--- src/sv/mhpq_pkg.sv ---
// Shared constants and types of the max-heap priority queue.
package mhpq_pkg;

    localparam int DEPTH_DEF       = 1024;
    localparam int VALUE_WIDTH_DEF = 32;

    localparam logic MODE_PUSH = 1'b0;
    localparam logic MODE_POP  = 1'b1;

    typedef enum logic [1:0] {
        ST_OK    = 2'd0,
        ST_FULL  = 2'd1,
        ST_EMPTY = 2'd2
    } t_status;

    // per-cycle command broadcast along the cell row
    typedef struct packed {
        logic push;
        logic pop;
    } t_cell_ctl;

endpackage

--- src/sv/mhpq_cell.sv ---
// One storage cell of the sorted row: keeps, takes the new value, or shifts.
module mhpq_cell #(
    parameter int VW    = mhpq_pkg::VALUE_WIDTH_DEF,
    parameter int CW    = 11,
    parameter int INDEX = 0
) (
    input  logic                   i_clk,
    input  mhpq_pkg::t_cell_ctl    i_ctl,
    input  logic signed [VW-1:0]   i_value,
    input  logic [CW-1:0]          i_count,
    input  logic signed [VW-1:0]   i_prev,
    input  logic                   i_prev_ge,
    input  logic signed [VW-1:0]   i_next,
    output logic signed [VW-1:0]   o_value,
    output logic                   o_ge
);
    import mhpq_pkg::*;

    logic signed [VW-1:0] r_value;
    logic signed [VW-1:0] n_value;
    logic                 w_occ;

    assign w_occ   = i_count > CW'(INDEX);
    assign o_ge    = r_value >= i_value;
    assign o_value = r_value;

    always_comb begin
        n_value = r_value;
        if (i_ctl.push) begin
            if (!(w_occ && o_ge)) begin
                n_value = i_prev_ge ? i_value : i_prev;
            end
        end else if (i_ctl.pop) begin
            n_value = i_next;
        end
    end

    always_ff @(posedge i_clk) begin
        r_value <= n_value;
    end

endmodule

--- config.mk ---
export PLATFORM = sky130hd
export DESIGN_NAME = mhpq_cell
export DESIGN_NICKNAME = d
export VERILOG_FILES = /design/src/sv/mhpq_pkg.sv /design/src/sv/mhpq_cell.sv
export SDC_FILE = /design/constraint.sdc
export NUM_CORES = 1
export LEC_CHECK = 0
export ABC_AREA = 0
export BUFFER_PORTS_ARGS = -buffer_cell sky130_fd_sc_hd__buf_2
export CAP_MARGIN = 20
export CORE_ASPECT_RATIO = 0.8
export CORE_MARGIN = 2
export CORE_UTILIZATION = 45
export CTS_CLUSTER_SIZE = 28
export DETAILED_ROUTE_END_ITERATION = 8
export PLACE_DENSITY_LB_ADDON = 0.12
export SLEW_MARGIN = 20
export SYNTH_ARGS = -nofsm -noshare
export SYNTH_HDL_FRONTEND = slang
export SYNTH_SLANG_ARGS = --single-unit
--- constraint.sdc ---
create_clock -name i_clk -period 6.3 [get_ports i_clk]
set_input_delay 1.26 -clock i_clk [delete_from_list [all_inputs] [get_ports i_clk]]
set_output_delay 1.26 -clock i_clk [all_outputs]
set_load 0.01 [all_outputs]
## Word level (Yosys, flattened, before mapping)

Cells that the tools add are included.

| storage, ports and cells | value |
|---|---|
| bits in registers | 32 |
| logic and storage cells | 11 |
| output and inout bits | 33 |

| operators by class | value |
|---|---|
| equal/unequal tests | 1 |
| multiplexer cells | 4 |
| $lt $le $gt $ge | 2 |
| reductions and logical operators | 3 |

Operators by type and width:

| kind | number |
|---|---|
| $mux 32 | 4 |
| $ge 32x32->1 | 1 |
| $gt 11x1->1 const B | 1 |
| $ne 2x2->1 const B | 1 |
| $reduce_and 2->1 | 1 |
| $reduce_bool 2->1 | 1 |
| $logic_and 1x1->1 | 1 |

## Logic depth before layout (Yosys ltp)

| depth | value |
|---|---|
| word-level depth | 4 |
| mapped depth | 8 |
| mapped depth without buffers | 8 |

## Least setup slack after synthesis

Ideal clock, no wire load.

| timing path | value |
|---|---|
| path kind | input-to-reg |
| from | input port i_value[14] |
| to | register r_value[0], in the netlist o_value[0] (enable) |
| setup slack | 1.084 ns |
| setup time | 0.466 ns |
| buffers on the path | 0 |
| stages on the path | 7 |
| data arrival time | 4.751 ns |
| cells stage by stage | inv_1 -> ha_1 -> a21oi_1 -> nand2_1 -> a221o_1 -> o31a_1 -> o21ai_0 |

| between the ends | value |
|---|---|
| longest elaborated chain between the ends | 4 |

Ends and longest elaborated chain:

| item | line | source |
|---|---|---|
| start, declared | mhpq_cell.sv:9 | `input logic signed [VW-1:0] i_value,` |
| $ge 32x32->1 | mhpq_cell.sv:24 | `assign o_ge = r_value >= i_value;` |
| $logic_and 1x1->1 | mhpq_cell.sv:30 | `if (!(w_occ && o_ge)) begin` |
| $ne 2x2->1 (no line) | n/a |  |
| $reduce_and 2->1 (no line) | n/a |  |
| end signal, assigned | mhpq_cell.sv:39 | `r_value <= n_value;` |
| end, declared | mhpq_cell.sv:19 | `logic signed [VW-1:0] r_value;` |

No other way between the ends.
A chain may end at the register's enable or synchronous reset.

## Worst setup path in the final report

| timing path | value |
|---|---|
| from | input port i_value[14] |
| to | output port o_ge |

| between the ends | value |
|---|---|
| longest elaborated chain between the ends | 1 |

Ends and longest elaborated chain:

| item | line | source |
|---|---|---|
| $ge 32x32->1 | mhpq_cell.sv:24 |  |
| end, declared | mhpq_cell.sv:15 | `output logic o_ge` |

No other way between the ends.

==> results.md <==
* # diodes at 0
* Reg-to-Reg End: o_value[2]
* Clk_lat worst skew at 0.28 ns
* Final setup viols at 0
* Fraction of layout instances using a drive strength above 1 at 0.3833
* Max Transition Viols Final at 0
* Nets at 549
* CP Launch Type: input pin
* CTS resizes at 0
* Met2 GRT Util at 0.3392
* GR Util All Layers at 0.2013
* First-pass GRT wire length at 9.929 mm
* Met3 usage at 0.05718
* RSZ-0062 raised after global routing: no
* EDFF count, synth at 32
* Post-Synthesis Cells at ~270
* Hold-fix buffers at CTS at 0
* P_leak at 1.761 nW
* CP cell instances: buf_2 > inv_1 > ha_1 > a21oi_1 > nand2_1 > a221o_1 > o31a_1 > nor2_2 > mux2_4 > buf_2
* CTS clk-pin slew, worst paths at 0.07 ns
* Period minus WS final at 4.479 ns
* DR DRC count at 0
* Flops & latches, synth at 32
* Register area share after synthesis at 0.3819
* Fmax at 0.2233 GHz
* Worst Path Max Fanout at 3
* Wirelength per Cell at between 10 and 15 µm
* Gr ovfl total at 0
* Total Wirelength at 6.139 mm
* Pin count of the biggest net entering global routing at 68
* Worst path required time at 5.04 ns
* Clock sinks at 32
* Die area at 6209 µm²
* Leading register cell type out of synthesis: edfxtp_1
* Via/cell ratio at 4.895
* Syn_area_per_cell at between 9 and 10 µm²
* Final period utilization at 0.7109
* Port bufs at 143
* Critical Path Sink: o_ge
* R2R depth at 7
* # H-tree levels at 2
* GP Congestion at between 0.7 and 0.8
* Syn. warnings at 0
* Max reg flops at 32
* Initial antenna violation count at 0
* R2R Path Start: o_value[14]
* Final HPWL DP at 4.770 mm
* Number of global-route vias before repair at approximately 2300
* CTS tree: built
* Max-slew headroom at 0.3378
* Filler cell count in the final layout at 487
* Critical Path Most Common Cell: buf_2
* Synth cell types at 30
* Worst path max stage delay at 0.37 ns
* Root Driver: clkbuf_8
* Maximum VDD drop at 0.0001427 V
* Post-CTS setup buffer count at 0
* Synth-to-Final Area Change at 35.36%
* Asr flop ratio synth at 0
* Register Area at just under 1000 µm²
* Pwr Density at 217.0 nW/µm²
* Initial DRC Count at 54
* Via count at 2374
* Die width at 87.60 µm
* Syn nets at 409
* Post-route ant nets at 0
* CP max-delay cell: a221o_1
* Status: complete, no violations
* I/O pin count at 144
* Drt first pass iters at 4
* Worst R2R Setup Slack at approximately 3.7 ns
* Clock Skew at 0.004957 ns
* Max cap viols at 0
* Setup TNS at 0 ns
* Final hold violations at 0
* Crit path from: i_value[14]
* Clock Path Buffers at 2
* CORE AREA at 5435 µm²
* Post-Syn Area at 2516 µm²
* Num CTS Buffers at 5
* Chip height at 70.88 µm
* Starting Density at 0.4629
* Setup crit end kind: output port
* GRT busiest layer: met2
* Critical Path AT at 3.22 ns
* Critical Setup Path Class: in -> out
* Final core occ at 0.6266
* Row cnt at 24
* Slew @ Worst Pin at 0.9933 ns
* Hold Crit Class: reg -> reg
* Area of the multi-input gates at 1398 µm²
* GRT met1 Usage at 0.2532
## logic make-up after synthesis
kind of cell    Yosys count  synth area share
mux                      33            0.1333
compound gates           59            0.1283
simple gates             66            0.1303
buf+inv                  44           0.06713
fa+ha+maj                32            0.1591
flops                    32            0.3819
## power by group
part	total, mW	leakage [nW]	internal, mW	switching, mW
logic	0.279	1.41	0.126	0.152
clock network	0.152	0.0399	0.0769	0.0753
registers	0.308	0.308	0.289	0.0194
total	0.739	1.76	0.492	0.247
## routing by layer
layer / routed length (µm) / vias up / share of wire
met5: 0 / - / 0
met4: 55 / 0 / 0.0090
met3: 424 / 6 / 0.069
met2: 2882 / 78 / 0.47
met1: 2777 / 1050 / 0.45
li1: - / 1240 / -
## worst min-delay path by stage
| stage | startpoint | endpoint | cells after the start |
|---|---|---|---|
| 2_1_floorplan | i_next[30] | o_value[30] | 2 |
| 3_3_place_gp | o_value[31] | o_value[3] | 3 |
| 3_5_place_dp | o_value[31] | o_value[3] | 3 |
| 4_1_cts | i_next[4] | o_value[4] | 3 |
| 5_1_grt | o_value[31] | o_value[4] | 3 |
| 6_report | o_value[31] | o_value[4] | 3 |
## final cells by class
type	count	share of cell area
well taps	78	0.02866
inverters	33	0.03637
clock inverters	1	0.001102
repair buffers	144	0.2190
flip-flops and latches	32	0.2821
multi-input cells	190	0.4104
clock buffers	7	0.02241
## per-stage QoR
| step | std cells | power, mW | cell area [µm²] | worst slack, ns | hold slack (ns) |
|---|---|---|---|---|---|
| 6_report | 485 | 0.7390 | 3406 | 1.821 | 1.152 |
| 5_1_grt | 485 | 0.7925 | 3406 | 1.741 | 1.230 |
| 4_1_cts | 484 | 0.7398 | 3376 | 1.820 | 1.291 |
| 3_5_place_dp | 476 | 0.5840 | 3296 | 1.827 | 1.389 |
| 3_3_place_gp | 476 | 0.5758 | 3296 | 1.835 | 1.356 |
| 2_1_floorplan | 266 | 0.4722 | 2516 | 1.084 | 1.486 |
## layout by cell type, fill, tap and decap left out, types with 2 or more instances in the layout
master / count
buf_2: 142
a21oi_1: 46
nor2_1: 37
inv_1: 33
mux2i_1: 32
ha_1: 32
edfxtp_1: 32
nand2_1: 8
nand4_1: 6
clkbuf_8: 5
nand3_1: 4
o21ai_0: 4
nor3_1: 2
o211ai_1: 2
nor4_1: 2
clkbuf_1: 2
## cells in the mapped netlist (2+ instances only)
cell type | n | area share
o21ai_0 | 5 | 0.0099
nor3_1 | 2 | 0.0040
a21oi_1 | 46 | 0.091
nor4_1 | 2 | 0.0050
o211ai_1 | 2 | 0.0060
nor2_1 | 37 | 0.055
buf_2 | 3 | 0.0060
edfxtp_1 | 32 | 0.38
nand4_1 | 6 | 0.015
nand2_1 | 8 | 0.012
inv_1 | 33 | 0.049
nand3_1 | 4 | 0.0080
mux2i_1 | 32 | 0.13
ha_1 | 32 | 0.16
clkbuf_1 | 7 | 0.010
## critical path: cells and delay by family
family | cells | cell delay (ns)
muxes | 1 | 0.30
and+or+nand+nor | 2 | 0.18
AOI/OAI and AO/OA | 3 | 0.88
adders and majority gates | 1 | 0.33
buffers and inverters | 3 | 0.27
Power figures use the tool's default switching activity.
